<file path="src/design/tufs_pkg.sv">
// shared types and constants for the triangle union-find segmenter
// no dependencies; imported by the controller, the datapath and the top level
`timescale 1ns / 1ps

package tufs_pkg;

  localparam int MAX_VERTICES_DEF = 4096;
  localparam int VTX_W   = 12;
  localparam int COUNT_W = 13;

  typedef enum logic [1:0] {
    OP_ADD    = 2'd0,
    OP_FINISH = 2'd1,
    OP_QUERY  = 2'd2,
    OP_CLEAR  = 2'd3
  } op_t;

  typedef struct packed {
    logic [1:0]       operation;
    logic [VTX_W-1:0] vertex_a;
    logic [VTX_W-1:0] vertex_b;
    logic [VTX_W-1:0] vertex_c;
  } in_item_t;

  typedef struct packed {
    logic [COUNT_W-1:0] segment_count;
    logic               vertex_seen;
    logic [VTX_W-1:0]   segment_id;
    logic               error_flag;
  } out_item_t;

  typedef enum logic [4:0] {
    S_CLR, S_IDLE, S_DECODE, S_T_RD, S_T_CHK, S_F_RD, S_F_CHK, S_C_RD, S_C_CHK,
    S_T_DONE, S_MCLR, S_SCAN_NEXT, S_MARK_RD, S_MARK_CHK, S_Q_RD, S_RESP
  } state_t;

  // which walk is running and where its root goes
  typedef enum logic [2:0] {
    P_A1, P_B, P_A2, P_C, P_SCAN, P_Q
  } phase_t;

  typedef enum logic [1:0] {TGT_A, TGT_B, TGT_C, TGT_SWEEP} tgt_sel_t;
  typedef enum logic {RA_CUR, RA_ROOT} rd_sel_t;
  typedef enum logic [1:0] {RSP_ERR, RSP_COUNT, RSP_UNSEEN, RSP_QUERY} rsp_t;

  typedef struct packed {
    logic     load_in;
    logic     tgt_ld;
    tgt_sel_t tgt_sel;
    logic     cur_follow;
    logic     cur_restart;
    logic     root_from_cur;
    logic     save_ra;
    logic     rd_en;
    rd_sel_t  rd_sel;
    logic     wr_new;
    logic     wr_compress;
    logic     wr_link;
    logic     seen_clr;
    logic     mark_clr;
    logic     number;
    logic     sweep_zero;
    logic     sweep_inc;
    logic     count_zero;
    logic     done_set;
    logic     done_clr;
    logic     out_ld;
    rsp_t     rsp;
  } dp_cmd_t;

  typedef struct packed {
    op_t  op;
    logic add_bad;
    logic query_bad;
    logic seen;
    logic mark;
    logic parent_is_cur;
    logic parent_is_root;
    logic sweep_end;
    logic out_free;
  } dp_stat_t;

endpackage

</file>
<file path="src/design/tufs_ctrl.sv">
// controller state machine for the segmenter: sequences find walks,
// compression, linking, clearing sweeps and numbering; uses tufs_pkg
`timescale 1ns / 1ps

module tufs_ctrl (
  input  logic               clk,
  input  logic               rst_n,
  input  logic               in_valid,
  output logic               in_stall,
  input  tufs_pkg::dp_stat_t stat,
  output tufs_pkg::dp_cmd_t  cmd
);
  import tufs_pkg::*;

  state_t state_r, state_nxt;
  phase_t phase_r, phase_nxt;
  rsp_t   rsp_r, rsp_nxt;

  always_ff @(posedge clk) begin
    if (!rst_n) begin
      state_r <= S_CLR;
      phase_r <= P_A1;
      rsp_r   <= RSP_ERR;
    end else begin
      state_r <= state_nxt;
      phase_r <= phase_nxt;
      rsp_r   <= rsp_nxt;
    end
  end

  // next state
  always_comb begin
    state_nxt = state_r;
    phase_nxt = phase_r;
    rsp_nxt   = rsp_r;
    unique case (state_r)
      S_CLR: if (stat.sweep_end) state_nxt = S_IDLE;
      S_IDLE: if (in_valid) state_nxt = S_DECODE;
      S_DECODE: begin
        unique case (stat.op)
          OP_ADD: begin
            if (stat.add_bad) begin
              rsp_nxt   = RSP_ERR;
              state_nxt = S_RESP;
            end else begin
              phase_nxt = P_A1;
              state_nxt = S_T_RD;
            end
          end
          OP_FINISH: state_nxt = S_MCLR;
          OP_QUERY: begin
            if (stat.query_bad) begin
              rsp_nxt   = RSP_ERR;
              state_nxt = S_RESP;
            end else begin
              phase_nxt = P_Q;
              state_nxt = S_T_RD;
            end
          end
          OP_CLEAR: state_nxt = S_CLR;
          default: state_nxt = S_IDLE;
        endcase
      end
      S_T_RD: state_nxt = S_T_CHK;
      S_T_CHK: begin
        if (stat.seen) begin
          state_nxt = S_F_RD;
        end else begin
          case (phase_r)
            P_SCAN: state_nxt = S_SCAN_NEXT;
            P_Q: begin
              rsp_nxt   = RSP_UNSEEN;
              state_nxt = S_RESP;
            end
            default: state_nxt = S_T_DONE;
          endcase
        end
      end
      S_F_RD: state_nxt = S_F_CHK;
      S_F_CHK: state_nxt = stat.parent_is_cur ? S_C_RD : S_F_RD;
      S_C_RD: state_nxt = S_C_CHK;
      S_C_CHK: state_nxt = stat.parent_is_root ? S_T_DONE : S_C_RD;
      S_T_DONE: begin
        case (phase_r)
          P_A1: begin
            phase_nxt = P_B;
            state_nxt = S_T_RD;
          end
          P_B: begin
            phase_nxt = P_A2;
            state_nxt = S_T_RD;
          end
          P_A2: begin
            phase_nxt = P_C;
            state_nxt = S_T_RD;
          end
          P_C: state_nxt = S_IDLE;
          P_SCAN: state_nxt = S_MARK_RD;
          P_Q: state_nxt = S_Q_RD;
          default: state_nxt = S_IDLE;
        endcase
      end
      S_MCLR: if (stat.sweep_end) state_nxt = S_SCAN_NEXT;
      S_SCAN_NEXT: begin
        if (stat.sweep_end) begin
          rsp_nxt   = RSP_COUNT;
          state_nxt = S_RESP;
        end else begin
          phase_nxt = P_SCAN;
          state_nxt = S_T_RD;
        end
      end
      S_MARK_RD: state_nxt = S_MARK_CHK;
      S_MARK_CHK: state_nxt = S_SCAN_NEXT;
      S_Q_RD: begin
        rsp_nxt   = RSP_QUERY;
        state_nxt = S_RESP;
      end
      S_RESP: if (stat.out_free) state_nxt = S_IDLE;
      default: state_nxt = S_IDLE;
    endcase
  end

  // commands to the datapath
  always_comb begin
    cmd      = '0;
    cmd.rsp  = rsp_r;
    in_stall = (state_r != S_IDLE);
    unique case (state_r)
      S_CLR: begin
        cmd.seen_clr  = !stat.sweep_end;
        cmd.sweep_inc = !stat.sweep_end;
      end
      S_IDLE: cmd.load_in = in_valid;
      S_DECODE: begin
        cmd.tgt_sel = TGT_A;
        cmd.tgt_ld  = 1'b1;
        if (stat.op == OP_FINISH || stat.op == OP_CLEAR) begin
          cmd.sweep_zero = 1'b1;
          cmd.count_zero = 1'b1;
        end
        if (stat.op == OP_CLEAR) cmd.done_clr = 1'b1;
      end
      S_T_RD, S_F_RD, S_C_RD: begin
        cmd.rd_en  = 1'b1;
        cmd.rd_sel = RA_CUR;
      end
      S_T_CHK: begin
        if (!stat.seen) begin
          case (phase_r)
            P_SCAN: cmd.sweep_inc = 1'b1;
            P_Q: ;
            default: begin
              cmd.wr_new        = 1'b1;
              cmd.root_from_cur = 1'b1;
            end
          endcase
        end
      end
      S_F_CHK: begin
        if (stat.parent_is_cur) begin
          cmd.root_from_cur = 1'b1;
          cmd.cur_restart   = 1'b1;
        end else begin
          cmd.cur_follow = 1'b1;
        end
      end
      S_C_CHK: begin
        if (!stat.parent_is_root) begin
          cmd.wr_compress = 1'b1;
          cmd.cur_follow  = 1'b1;
        end
      end
      S_T_DONE: begin
        case (phase_r)
          P_A1: begin
            cmd.save_ra = 1'b1;
            cmd.tgt_ld  = 1'b1;
            cmd.tgt_sel = TGT_B;
          end
          P_B: begin
            cmd.wr_link = 1'b1;
            cmd.tgt_ld  = 1'b1;
            cmd.tgt_sel = TGT_A;
          end
          P_A2: begin
            cmd.save_ra = 1'b1;
            cmd.tgt_ld  = 1'b1;
            cmd.tgt_sel = TGT_C;
          end
          P_C: begin
            cmd.wr_link  = 1'b1;
            cmd.done_clr = 1'b1;
          end
          default: ;
        endcase
      end
      S_MCLR: begin
        if (stat.sweep_end) begin
          cmd.sweep_zero = 1'b1;
        end else begin
          cmd.mark_clr  = 1'b1;
          cmd.sweep_inc = 1'b1;
        end
      end
      S_SCAN_NEXT: begin
        if (stat.sweep_end) begin
          cmd.done_set = 1'b1;
        end else begin
          cmd.tgt_ld  = 1'b1;
          cmd.tgt_sel = TGT_SWEEP;
        end
      end
      S_MARK_RD, S_Q_RD: begin
        cmd.rd_en  = 1'b1;
        cmd.rd_sel = RA_ROOT;
      end
      S_MARK_CHK: begin
        cmd.number    = !stat.mark;
        cmd.sweep_inc = 1'b1;
      end
      S_RESP: cmd.out_ld = stat.out_free;
      default: ;
    endcase
  end

endmodule

</file>
<file path="config.mk">
export PLATFORM = sky130hd
export DESIGN_NAME = tufs_ctrl
export DESIGN_NICKNAME = d
export VERILOG_FILES = /design/src/design/tufs_pkg.sv /design/src/design/tufs_ctrl.sv
export SDC_FILE = /design/constraint.sdc
export NUM_CORES = 1
export LEC_CHECK = 0
export BUFFER_PORTS_ARGS = -buffer_cell sky130_fd_sc_hd__buf_2
export CAP_MARGIN = 10
export CORE_MARGIN = 8
export CORE_UTILIZATION = 45
export CTS_CLUSTER_SIZE = 20
export DETAILED_ROUTE_END_ITERATION = 10
export PLACE_DENSITY = 0.72
export SYNTH_ARGS = -nofsm -noshare
export SYNTH_HDL_FRONTEND = slang
export SYNTH_SLANG_ARGS = --single-unit
</file>
<file path="constraint.sdc">
create_clock -name clk -period 2.3 [get_ports clk]
set_input_delay 0.115 -clock clk [delete_from_list [all_inputs] [get_ports clk]]
set_output_delay 0.115 -clock clk [all_outputs]
set_load 0.05 [all_outputs]
</file>
==> results, run 1 <==
- The worst register-to-register path ends at phase_r[2]$_SDFFE_PN0P_.
- STA puts the critical path data arrival time at 2.02 ns.
- The worst hold path belongs to the class input pin to flop.
- Counting flops and latches in the post-synthesis netlist gives 9.
- The maximum clock frequency is roughly 470 MHz.
- For this run, the detailed router's first-pass iteration total came to 4.
- The required time of the worst setup path is around 2.2 ns.
- The startpoint identified for the worst hold timing path is rst_n.
- The worst hold slack after final layout is 0.202 ns.
- The leakage power total is around 0.63 nW.
- The final cell area excluding filler cells is between 1000 and 1500 um^2.
- The width of the chip is 67.0 um.
- In the post-synthesis netlist, the cell with the most instances is nand2_1.
- The number of failing setup endpoints in the final timing report is 0.
- Counting along the longest clock path gives a buffer depth of 2.
- The initial core utilization is 0.473.
- The average via count per standard cell is ~6.
- The initial antenna violation count came to 0.
- The mean instance size in the synthesized netlist is about 7.4 um^2.
- During placement, the flow inserted port buffers numbering 37.
- The area growth from synthesis to layout is 18.7%.
- The cell area that synthesis handed to floorplanning was 1170 um^2.
- The max-slew violation count is 0.
- In the final layout, the share of cells above drive strength 1 is 0.307.
- Tracing the worst setup path back leads to its startpoint at state_r[3]$_SDFFE_PN0P_.
- The I/O pin count is 38.
- By count the netlist is led by nand2_1 (15), nor2_1 (14), a21oi_1 (9), dfxtp_1 (9), nand2b_1 (9).
- Once detail routing completed, the nets flagged for antenna violations numbered 0.
- The number of gates resized after CTS is 0.
- The transition at the pin with the smallest max-transition slack is roughly 0.42 ns.
- Clock-pin slew was measured on the worst setup and hold paths at ~0.06 ns.
- The worst register-to-register path has a setup slack of about 0.5 ns.
- The share of flip-flops with an asynchronous set or reset after synthesis is 0.
- Headroom to the max-slew limit came out at 0.715.
- The number of violations of the max-capacitance limit is 0.
- For this run, design rule violations remaining after detail routing come to 0.
- The critical path startpoint category is a flop.
- In this run the critical register-to-register path is launched from state_r[3]$_SDFFE_PN0P_.
- The path with the worst hold slack has its endpoint at state_r[0]$_SDFFE_PN0P_.
- The fraction of the yosys area taken by sequential cells is 0.154.
- The clock tree root driver cell is clkbuf_4.
- The first global-routing pass estimated ~5.7 mm of wire.
- The power density normalized to cell area is approximately 600 nW/um^2.
- In this run the vertical extent of the chip is around 67 um.
- Detailed placement finished with a half-perimeter wire length of 2.60 mm.
- The kind of capture point of the worst setup path is an output pin.
- The aggregate negative setup slack is 0 ns.
- The final number of hold-violating endpoints was 0.
- For this block, the initial DRC count from the detailed router was roughly 100.
- The largest fanout on the critical path is 5.
- Summing over every cut layer, the via total after detailed routing is ~1300.
- The total power draw is ~830 uW.
- The number of global-route vias before repair is about 1300.
- The worst hold path passes through 3 cells.
- The placed cell area is 1370 um^2.
- Sorting the synthesized cells by area gives the leading types as dfxtp_1 (15%), nand2_1 (4.8%), nand2b_1 (4.8%).
- In this run, post-CTS hold repair placed 0 buffers.
- The highest metal layer with signal wires is met4.
- The final antenna diode count is 0.
- Setup repair after global routing left no endpoint under its margin.
- The TritonCTS clock tree is built.
- Buffers inserted during clock tree synthesis total 3.
- The number of synthesized flops with an enable pin is 0.
- Clock latency on the worst-skew pair, taken at its later pin, is ~0.25 ns.
- Routability-driven placement finished with a final weighted congestion of 0.886.
- The share of the cycle needed by the critical path after routing is 0.928.
- Between clock sinks in the finished design, the worst skew comes to between 0.001 and 0.0015 ns.
- The total core area is approximately 2500 um^2.
- The number of different library cells used by synthesis comes to 55.
- In this run the number of H-tree levels came out at 1.
- The number of buffers inserted to repair setup after CTS is 0.
- The depth of the most critical reg-to-reg path is 5.
- After detailed routing, the total wire length is about 3.4 mm.
- The dominant register cell in the synthesized netlist is dfxtp_1.
- Summed over all layers, the global routing overflow is 0.
- The global router's overall resource usage is 0.153.
- The run finished with clean final reports.
- Entering global routing, the biggest net connects 32 pins.
- Across the VDD grid, the largest voltage drop is a little under 600 uV.
- Once layout is complete, the utilization of the core stands at 0.562.
- The class of the most critical setup path is flop to output pin.
- Of the post-synthesis cell area, the dominant cell type holds 0.154.
- The tree built by TritonCTS fans out to 9 sinks.
- The number of nets in the synthesized netlist is around 170.
- The time the final worst path needs with I/O delays and setup is about 2.1 ns.
- The met1 wire length is between 1.5 and 2 mm.
- Of all cell types, the one taking the most synthesized area is dfxtp_1.
- The number of warnings issued by yosys is 0.
- In the final routed layout, each cell accounts on average for between 15 and 20 um.
- The floorplan die area is 4490 um^2.
- After the last flow step, the layout net total stands at roughly 200.
- The routed design uses approximately 320 um of met3 wire.
- The number of standard-cell rows in the floorplan is 18.
- The routed wire length on met2 is around 1.5 mm.
- Synthesis produced 158 cells.
## metal layers
| layer | track usage | vias up |
|---|---|---|
| met4 | 0.0522 | 0 |
| met1 | 0.190 | 609 |
| li1 | - | 649 |
| met2 | 0.253 | 62 |
| met5 | 0 | - |
| met3 | 0.0319 | 2 |
## registers in the layout (all words and copies together), names as in the netlist
signal	count
state_r	4
phase_r	3
rsp_r	2
## critical path, stage by stage (launching register included)
cell and delay, ns:
dfxtp_1 0.31, or4b_4 0.58, or4_1 0.51, o211ai_2 0.08, buf_2 0.28
## placed cells by master, fill, tap and decap left out, types with 3 or more instances in the layout
| cell type | instances |
|---|---|
| mux2i_1 | 4 |
| a21oi_1 | 9 |
| and2_1 | 3 |
| nand3b_1 | 4 |
| nand2_1 | 15 |
| dfxtp_1 | 9 |
| o21a_1 | 3 |
| a21boi_0 | 3 |
| nor3_1 | 5 |
| clkbuf_4 | 3 |
| o21ai_0 | 5 |
| nor2_1 | 14 |
| buf_2 | 37 |
| nand2b_1 | 9 |
| or3_1 | 3 |
| inv_1 | 5 |
| buf_4 | 5 |
## how the worst max path moves through the flow
stage	endpoint	slack, ns	cells past startpoint
after detailed placement	cmd[6]	0.43	4
after floorplan	cmd[23]	0.009	5
after global placement	cmd[6]	0.46	4
after CTS	cmd[6]	0.16	4
after global routing	cmd[21]	0.03	7
final	cmd[6]	0.17	4
## report_power, final
group	switching (mW)	total [mW]	internal, mW
sequential	0.00987	0.180	0.170
clock	0.0490	0.115	0.0665
combinational	0.366	0.538	0.172
total	0.424	0.833	0.409
## area by class of cell
cell class                 instances  area [um^2]
inverter                           5         18.8
sequential                         9          180
multi-input combinational        129          906
timing repair buffer              42          223
tap                               30         37.5
clock buffer                       4         26.3
fill                             248         1090
## per-stage QoR
stage	cells	setup slack, ns
global route	219	0.0281
global placement	215	0.463
floorplan	158	0.00900
CTS	219	0.156
finish	219	0.166
detailed placement	215	0.434
## cells by family after synthesis
kind of cell,synth area share
simple gates,0.391
flops,0.154
xor+xnor,0.0224
buf+inv,0.0886
mux,0.0630
compound gates,0.282
(Power assumes the default switching activity.)
==> inputs of run 2 (changes only) <==
--- a/config.mk
+++ b/config.mk
@@ -5,13 +5,14 @@
 export SDC_FILE = /design/constraint.sdc
 export NUM_CORES = 1
 export LEC_CHECK = 0
+export ABC_AREA = 1
 export BUFFER_PORTS_ARGS = -buffer_cell sky130_fd_sc_hd__buf_2
 export CAP_MARGIN = 10
 export CORE_MARGIN = 8
 export CORE_UTILIZATION = 45
 export CTS_CLUSTER_SIZE = 20
 export DETAILED_ROUTE_END_ITERATION = 10
-export PLACE_DENSITY = 0.72
+export PLACE_DENSITY = 0.73
 export SYNTH_ARGS = -nofsm -noshare
 export SYNTH_HDL_FRONTEND = slang
 export SYNTH_SLANG_ARGS = --single-unit
==> run 2 against run 1 <==
Against the previous run: sequential share of layout area up 0.57 points; critical path type unchanged; highest routed layer unchanged; clock skew fell by 0.00064 ns; final cell count increased by 32%; critical path depth up 5; synthesized cell count up 39%; area after synthesis fell by 7.2%; via count increased by 12%; critical endpoint is now cmd[20]; total power up 99%; die area shrank 5.5%; non-clock buffer count fell by 5; combinational power up 130%.
==> results, run 2 <==
- The height of the die is 65.2 um (was 67.0 um).
- The headroom to the max-slew limit was 0.731 (was 0.715).
- Largest registers: state_r (4), phase_r (3), rsp_r (2) (unchanged).
- The half-perimeter wire length of the detailed placement result was 2.90 mm (was 2.60 mm).
- The number of gates resized after CTS is 0 (unchanged).
- The port buffer count came to 37 (unchanged).
- The TritonCTS clock tree was built (unchanged).
- The initial core utilization is 0.456 (was 0.473).
- The count of unique library cells instantiated by Yosys is 19 (was 55).
- The routed length on met3 is 384 um (was 324 um).
- The switching fraction of total power is 0.634 (was 0.509).
- The fraction of the yosys area taken by sequential cells is 0.166 (was 0.154).
- The number of fillers in the final layout is 289 (was 248).
- The placed cell area is 1310 um^2 (was 1370 um^2).
- The internal power of the cells is 607 uW (was 409 uW).
- The class of the most critical setup path is flop to output pin (unchanged).
- The power share of the combinational group is 0.743 (was 0.646).
- The last weighted congestion value of the routability-driven placer is 0.962 (was 0.886).
- The highest metal layer with signal wires was met4 (unchanged).
- The initial detailed-routing violation count came to 106 (was 101).
- The worst flop-to-flop path startpoint was state_r[1]$_SDFFE_PN0P_ (was state_r[3]$_SDFFE_PN0P_).
- The routed wire length on met2 came to 1.51 mm (was 1.54 mm).
- The most area-hungry cell type in the Yosys netlist is nand2_1 (was dfxtp_1).
- The number of standard-cell rows in the floorplan was 18 (unchanged).
- The flip-flop count of the largest register, all copies and words added was 4 (unchanged).
- The cell depth of the worst setup path is 9 (was 4).
- The fraction of post-synthesis cell area in the top cell type by area came to 0.255 (was 0.154).
- The clock-pin slew on the worst setup and hold paths is 0.06 ns (about the same).
- Dominant cells by area after synthesis: nand2_1 (26%), dfxtp_1 (17%), nor2_1 (16%) (was dfxtp_1 (15%), nand2_1 (4.8%), nand2b_1 (4.8%)).
- The kind of capture point of the worst setup path is an output pin (unchanged).
- The largest fanout on the critical path is 7 (was 5).
- Unrepaired setup endpoints after global routing: no (unchanged).
- The routed wire length came to 3.43 mm (was 3.39 mm).
- The simple-gate share of the synthesized area is 0.605 (was 0.391).
- The clock skew after layout is 0.000417 ns (was 0.00105 ns).
- The total congestion overflow was 0 (unchanged).
- The maximum cell stage delay along the critical path is 0.50 ns (was 0.58 ns).
- The number of failing setup endpoints in the final timing report is 0 (unchanged).
- The number of nets in the synthesized netlist is 233 (was 171).
- The share of synthesized cell area in full adder, half adder and majority cells is 0 (unchanged).
- The pin count of the biggest net entering global routing is 9 (was 32).
- The worst-path cell with the longest stage delay was dfxtp_1 (was or4b_4).
- The area growth from synthesis to layout is 22.4% (was 18.7%).
- The number of warnings issued by yosys is 0 (unchanged).
- The total core area is 2390 um^2 (was 2480 um^2).
- The final antenna diode count came to 0 (unchanged).
- The reg-to-reg setup timing slack is 0.72 ns (was 0.51 ns).
- The mean instance size in the synthesized netlist is 4.95 um^2 (was 7.42 um^2).
- The initial antenna violation count was 0 (unchanged).
- The count of hold buffers inserted by post-cts repair is 0 (unchanged).
- The number of H-tree branching levels was 1 (unchanged).
- The share of the cycle needed by the critical path after routing was 0.864 (was 0.928).
- The average via count per standard cell is 5.10 (was 6.04).
- The XOR/XNOR share of the synthesized area is 0 (was 0.0224).
- The netlist area before placement came to 1090 um^2 (was 1170 um^2).
- The peak supply drop came to 797 uV (was 580 uV).
- The dominant delay contributor by cell family on the critical path is simple AND/OR/NAND/NOR gates (unchanged).
- The total number of vias is 1479 (was 1322).
- The count of mapped cells out of synthesis was 220 (was 158).
- The wire length of the first global-routing pass came to 5.78 mm (was 5.68 mm).
- The floorplan die area is 4250 um^2 (was 4490 um^2).
- Result of the run: finished clean (unchanged).
- The I/O pin count is 38 (unchanged).
- Most frequent cells in the layout: nand2_1 (74), nor2_1 (47), buf_2 (37) (was buf_2 (37), nand2_1 (15), nor2_1 (14)).
- The power density normalized to cell area is 1240 nW/um^2 (was 599 nW/um^2).
- The TritonCTS buffer count came to 3 (unchanged).
- The time the final worst path needs with I/O delays and setup is 1.99 ns (was 2.13 ns).
- Critical path, cell by cell: inv_2 -> nor2_1 -> nand2_1 -> nor2_1 -> inv_1 -> nor2_1 -> nand2_1 -> nand2_1 -> buf_2 (was or4b_4 -> or4_1 -> o211ai_2 -> buf_2).
- The global router's overall resource usage is 0.164 (was 0.153).
- The number of buffers inserted to repair setup after CTS is 0 (unchanged).
- The final cell area excluding filler cells is 1330 um^2 (was 1390 um^2).
- The depth of the most critical reg-to-reg path is 9 (was 5).
- The clock tree root driver cell is clkbuf_4 (unchanged).
- The dominant combinational cell family by area after synthesis is simple AND/OR/NAND/NOR gates (unchanged).
- The complex-gate fraction of the synthesized area came to 0.108 (was 0.282).
- The number of clock sinks seen by CTS is 9 (unchanged).
- The met1 wire length came to 1.48 mm (was 1.51 mm).
- The final number of hold-violating endpoints came to 0 (unchanged).
- The maximum clock frequency is 503 MHz (was 468 MHz).
- The worst setup path startpoint is state_r[0]$_SDFFE_PN0P_ (was state_r[3]$_SDFFE_PN0P_).
- The number of global-route vias before repair is 1299 (was 1304).
- The combined buffer and inverter count along the critical path came to 3 (was 1).
- The required time of the worst setup path is 2.18 ns (about the same).
- The maximum number of buffers from clock root to sink is 2 (unchanged).
- The residual antenna-violating net count after detailed routing is 0 (unchanged).
- The transition at the pin with the smallest max-transition slack is 0.402 ns (was 0.425 ns).
- The dominant register cell in the synthesized netlist was dfxtp_1 (unchanged).
- The arrival time of the worst setup path is 1.87 ns (was 2.02 ns).
- The number of nets at the end of the flow is 274 (was 203).
- The clock network latency to the later pin of the worst-skew pair is 0.26 ns (was 0.25 ns).
- The register containing the most flip-flops in the final layout was state_r (unchanged).
- The most common library cell in the layout ignoring fill and taps is nand2_1 (was buf_2).
- The aggregate negative setup slack is 0 ns (unchanged).
- The max-slew violation count is 0 (unchanged).
- The number of synthesized flops with an enable pin is 0 (unchanged).
- The wire length per cell after detailed routing is 11.8 um (was 15.5 um).
- The leakage power total is 0.861 nW (was 0.634 nW).
- The capture point of the worst path is cmd[20] (was cmd[6]).
- The leading cell type by number of instances after synthesis is nand2_1 (unchanged).
- The ratio of cells with drive above 1 in the final layout is 0.208 (was 0.307).
- Leading cell types by count after synthesis: nand2_1 (74), nor2_1 (47), inv_1 (30) (was nand2_1 (15), nor2_1 (14), a21oi_1 (9), dfxtp_1 (9), nand2b_1 (9)).
- The critical path startpoint category is a flop (unchanged).
- The total net switching power is 1.05 mW (was 424 uW).
- The detailed-routing iteration count for the pre-antenna-repair pass is 4 (unchanged).
- The number of violations of the max-capacitance limit is 0 (unchanged).
- The flop and latch count out of synthesis is 9 (unchanged).
- The number of design rule violations left after detail routing is 0 (unchanged).
- The width of the chip is 65.2 um (was 67.0 um).
- The portion of total power attributed to sequential cells is 0.186 (was 0.216).
- The part of the power in the clock network came to 0.072 (was 0.139).
- The total power draw is 1.66 mW (was 833 uW).
- The share of flip-flops with an asynchronous set or reset after synthesis is 0 (unchanged).
- The capture point of the worst reg-to-reg path is phase_r[0]$_SDFFE_PN0P_ (was phase_r[2]$_SDFFE_PN0P_).
- The share of synthesized area spent on multiplexers was 0 (was 0.0630).
- The classification of the worst-slack hold path is input pin to flop (unchanged).
## run 2: worst register-to-register path: cells and delay by family, from the launching register on
family | cells | cell delay (ns)
simple gates | 7 | 0.77
flops | 1 | 0.45
compound gates | 1 | 0.14
buf+inv | 1 | 0.12
## run 2: power groups by stage
stage / Clock (mW) / Sequential [mW] / Combinational [mW]
floorplan: 0 / 0.303 / 0.957
global placement: 0 / 0.307 / 1.24
detailed placement: 0 / 0.307 / 1.22
CTS: 0.126 / 0.304 / 1.22
global route: 0.132 / 0.315 / 1.36
finish: 0.119 / 0.308 / 1.23
## run 2: worst min-delay path by stage
stage | depth (start not counted) | end | start
finish | 3 | phase_r[2]$_SDFFE_PN0P_ | rst_n
global route | 3 | phase_r[1]$_SDFFE_PN0P_ | rst_n
CTS | 3 | phase_r[2]$_SDFFE_PN0P_ | rst_n
detailed placement | 3 | phase_r[2]$_SDFFE_PN0P_ | rst_n
global placement | 3 | phase_r[2]$_SDFFE_PN0P_ | rst_n
floorplan | 3 | state_r[2]$_SDFFE_PN0P_ | rst_n
## run 2: final cells by class
cell class              instances  area (um^2)  share of cell area
inverters                      34          128              0.0958
multi-input cells             176          776               0.582
well taps                      30         37.5              0.0282
repair buffers                 37          185               0.139
clock buffers                   4         26.3              0.0197
flip-flops and latches          9          180               0.135
## run 2: cells by family (layout without fill, tap and decap cells)
kind of cell           Yosys count  in the layout
AOI/OAI and AO/OA               21             21
buffers and inverters           35             75
DFF                              9              9
and+or+nand+nor                155            155
## run 2: metal layers
layer	track usage	vias to the layer above
met3	0.0391	7
met4	0.0681	0
met5	0	-
met1	0.207	630
met2	0.260	80
li1	-	762
## run 2: metrics by stage
step | setup slack, ns | hold WS (ns) | instances | util
after floorplan | 0.0830 | 0.374 | 220 | -
final | 0.313 | 0.151 | 290 | 0.558
after detailed placement | 0.641 | 0.427 | 286 | 0.547
after global routing | 0.220 | 0.161 | 290 | 0.558
after CTS | 0.341 | 0.143 | 290 | 0.558
after global placement | 0.665 | 0.418 | 286 | 0.547
==> inputs of run 3 (changes only) <==
==> constraint.sdc (replaced) <==
create_clock -name clk -period 2.55 [get_ports clk]
set_input_delay 0.1275 -clock clk [delete_from_list [all_inputs] [get_ports clk]]
set_output_delay 0.1275 -clock clk [all_outputs]
set_load 0.05 [all_outputs]
==> run 3 against run 2 <==
Against the previous run: critical path type unchanged; combinational power decreased by 9.8%; utilization did not move; die area unchanged; worst setup slack better by 0.25 ns; sequential share of layout area did not move; largest cell class unchanged.
==> results, run 3 (same netlist as run 2, synthesis figures left out) <==
- Result of the run: finished clean (unchanged).
- The headroom to the max-slew limit is 0.719 (was 0.731).
- The width of the chip is 65.2 um (unchanged).
- Counting I/O delays and the setup requirement, the final critical path takes around 2 ns.
- The number of standard-cell rows in the floorplan is 18 (unchanged).
- The total power draw is 1.49 mW (was 1.66 mW).
- The final critical-path setup slack came to 0.565 ns (was 0.313 ns).
- The placed cell area was 1310 um^2 (unchanged).
- The number of failing setup endpoints in the final timing report was 0 (unchanged).
- The initial core utilization is 0.456 (unchanged).
- The worst-path cell with the longest stage delay is dfxtp_1 (unchanged).
- The residual antenna-violating net count after detailed routing is 0 (unchanged).
- The last weighted congestion value of the routability-driven placer is 0.952 (was 0.962).
- The leakage power total is 0.861 nW (unchanged).
- The class of the most critical setup path is flop to output pin (unchanged).
- The kind of capture point of the worst setup path is an output pin (unchanged).
- The max-slew violation count is 0 (unchanged).
- The power density normalized to cell area came to 1120 nW/um^2 (was 1240 nW/um^2).
- The clock-pin slew on the worst setup and hold paths is 0.06 ns (about the same).
- The I/O pin count came to 38 (unchanged).
- The most common library cell in the layout ignoring fill and taps is nand2_1 (unchanged).
- The average via count per standard cell came to 4.97 (was 5.10).
- The portion of total power attributed to sequential cells is 0.185 (was 0.186).
- The final cell area excluding filler cells is 1330 um^2 (unchanged).
- The area growth from synthesis to layout is 22.4% (unchanged).
- The clock network latency to the later pin of the worst-skew pair came to 0.25 ns (was 0.26 ns).
- The share of the cycle needed by the critical path after routing is 0.779.
- The height of the die is 65.2 um (unchanged).
- The floorplan die area came to 4250 um^2 (unchanged).
- The critical path startpoint category was a flop (unchanged).
- The wire length per cell after detailed routing is 12.1 um (was 11.8 um).
- The number of buffers inserted to repair setup after CTS is 0 (unchanged).
- The arrival time of the worst setup path was 1.86 ns (was 1.87 ns).
- The number of violations of the max-capacitance limit is 0 (unchanged).
- The routed wire length is 3.50 mm (was 3.43 mm).
- The aggregate negative setup slack is 0 ns (unchanged).
- The transition at the pin with the smallest max-transition slack came to 0.420 ns (was 0.402 ns).
- The largest fanout on the critical path is 7 (unchanged).
- The clock skew after layout is 0.00348 ns (was 0.000417 ns).
- The number of H-tree branching levels is 1 (unchanged).
- The final non-filler cell total is 290 (unchanged).
- Largest registers: state_r (4), phase_r (3), rsp_r (2) (unchanged).
- Most frequent cells in the layout: nand2_1 (74), nor2_1 (47), buf_2 (37) (unchanged).
- The detailed-routing iteration count for the pre-antenna-repair pass came to 5 (was 4).
- The initial detailed-routing violation count is 86 (was 106).
- The share of the core filled with cells is 0.558 (unchanged).
- The number of clock sinks seen by CTS is 9 (unchanged).
- The total congestion overflow was 0 (unchanged).
- The ratio of cells with drive above 1 in the final layout is 0.208 (unchanged).
- The worst hold slack after final layout is 0.167 ns (was 0.151 ns).
- The count of placed standard cells including taps was 286 (unchanged).
- The peak supply drop came to 714 uV (was 797 uV).
- The number of gates resized after CTS is 0 (unchanged).
- The final number of hold-violating endpoints is 0 (unchanged).
- The total number of vias is 1442 (was 1479).
- The port buffer count came to 37 (unchanged).
- The number of fillers in the final layout is 295 (was 289).
- The maximum clock frequency is between 500 and 600 MHz.
- Unrepaired setup endpoints after global routing: no (unchanged).
- The maximum cell stage delay along the critical path is 0.49 ns (was 0.50 ns).
- The number of global-route vias before repair is 1342 (was 1299).
- The total core area is 2390 um^2 (unchanged).
- The switching fraction of total power is 0.634 (about the same).
- The flip-flop count of the largest register, all copies and words added is 4 (unchanged).
- The required time of the worst setup path came to 2.42 ns (was 2.18 ns).
- The final antenna diode count is 0 (unchanged).
- The total net switching power was 946 uW (was 1.05 mW).
- The TritonCTS clock tree is built (unchanged).
- The initial antenna violation count is 0 (unchanged).
- The worst setup slack after placement is 0.873 ns (was 0.641 ns).
- The half-perimeter wire length of the detailed placement result is 2.98 mm (was 2.90 mm).
- Critical path, cell by cell: inv_2 -> nor2_1 -> nand2_1 -> nor2_1 -> inv_1 -> nor2_1 -> nand2_1 -> nand2_1 -> buf_2 (unchanged).
- The count of hold buffers inserted by post-cts repair is 0 (unchanged).
- The maximum number of buffers from clock root to sink was 2 (unchanged).
- The clock tree root driver cell is clkbuf_4 (unchanged).
- The classification of the worst-slack hold path is input pin to flop (unchanged).
- The reg-to-reg setup timing slack is 0.96 ns (was 0.72 ns).
- The part of the power in the clock network is 0.070 (was 0.072).
- The register containing the most flip-flops in the final layout is state_r (unchanged).
- The internal power of the cells is 547 uW (was 607 uW).
- The wire length of the first global-routing pass was 5.84 mm (was 5.78 mm).
- The power share of the combinational group came to 0.745 (was 0.743).
- The number of design rule violations left after detail routing came to 0 (unchanged).
- The number of nets at the end of the flow was 274 (unchanged).
- The TritonCTS buffer count is 3 (unchanged).
- The global router's overall resource usage came to 0.165 (was 0.164).
- The pin count of the biggest net entering global routing is 9 (unchanged).
## run 3: cell counts in the layout (fill, tap and decap cells not counted)
No cell type changed its count.
## run 3: final cells by class
cell class	count	area (um^2)	area share
well taps	30	37.5	0.0282
flip-flops and latches	9	180	0.135
repair buffers	37	185	0.139
clock buffers	4	26.3	0.0197
inverters	34	128	0.0958
multi-input cells	176	776	0.582
## run 3: worst max-delay path, delay by kind of cell, from the launching register on
| kind | cells | cell delay, ns |
|---|---|---|
| flops | 1 | 0.49 |
| simple gates | 6 | 0.70 |
| buf+inv | 3 | 0.43 |
## run 3: worst paths after layout
| path | from | to | cells after the start |
|---|---|---|---|
| setup reg to reg | state_r[1]$_SDFFE_PN0P_ | rsp_r[1]$_SDFFE_PN0P_ | 8 |
| hold / removal | rst_n | phase_r[1]$_SDFFE_PN0P_ | 3 |
| hold reg to reg | rsp_r[0]$_SDFFE_PN0P_ | rsp_r[0]$_SDFFE_PN0P_ | 2 |
| setup / recovery | state_r[0]$_SDFFE_PN0P_ | cmd[20] | 9 |
## run 3: metal layers
| metal | up-vias | part of all wire | routed length [um] | global-route usage |
|---|---|---|---|---|
| li1 | 757 | - | - | - |
| met1 | 625 | 0.44 | 1550 | 0.204 |
| met2 | 56 | 0.45 | 1590 | 0.273 |
| met3 | 4 | 0.096 | 337 | 0.0459 |
| met4 | 0 | 0.0063 | 22 | 0.0436 |
| met5 | - | 0 | 0 | 0 |
## run 3: power groups by stage
stage	registers [mW]	clock network (mW)	logic, mW
global placement	0.276	0	1.11
floorplan	0.274	0	0.863
global route	0.283	0.117	1.23
CTS	0.274	0.109	1.11
finish	0.276	0.105	1.11
detailed placement	0.277	0	1.11
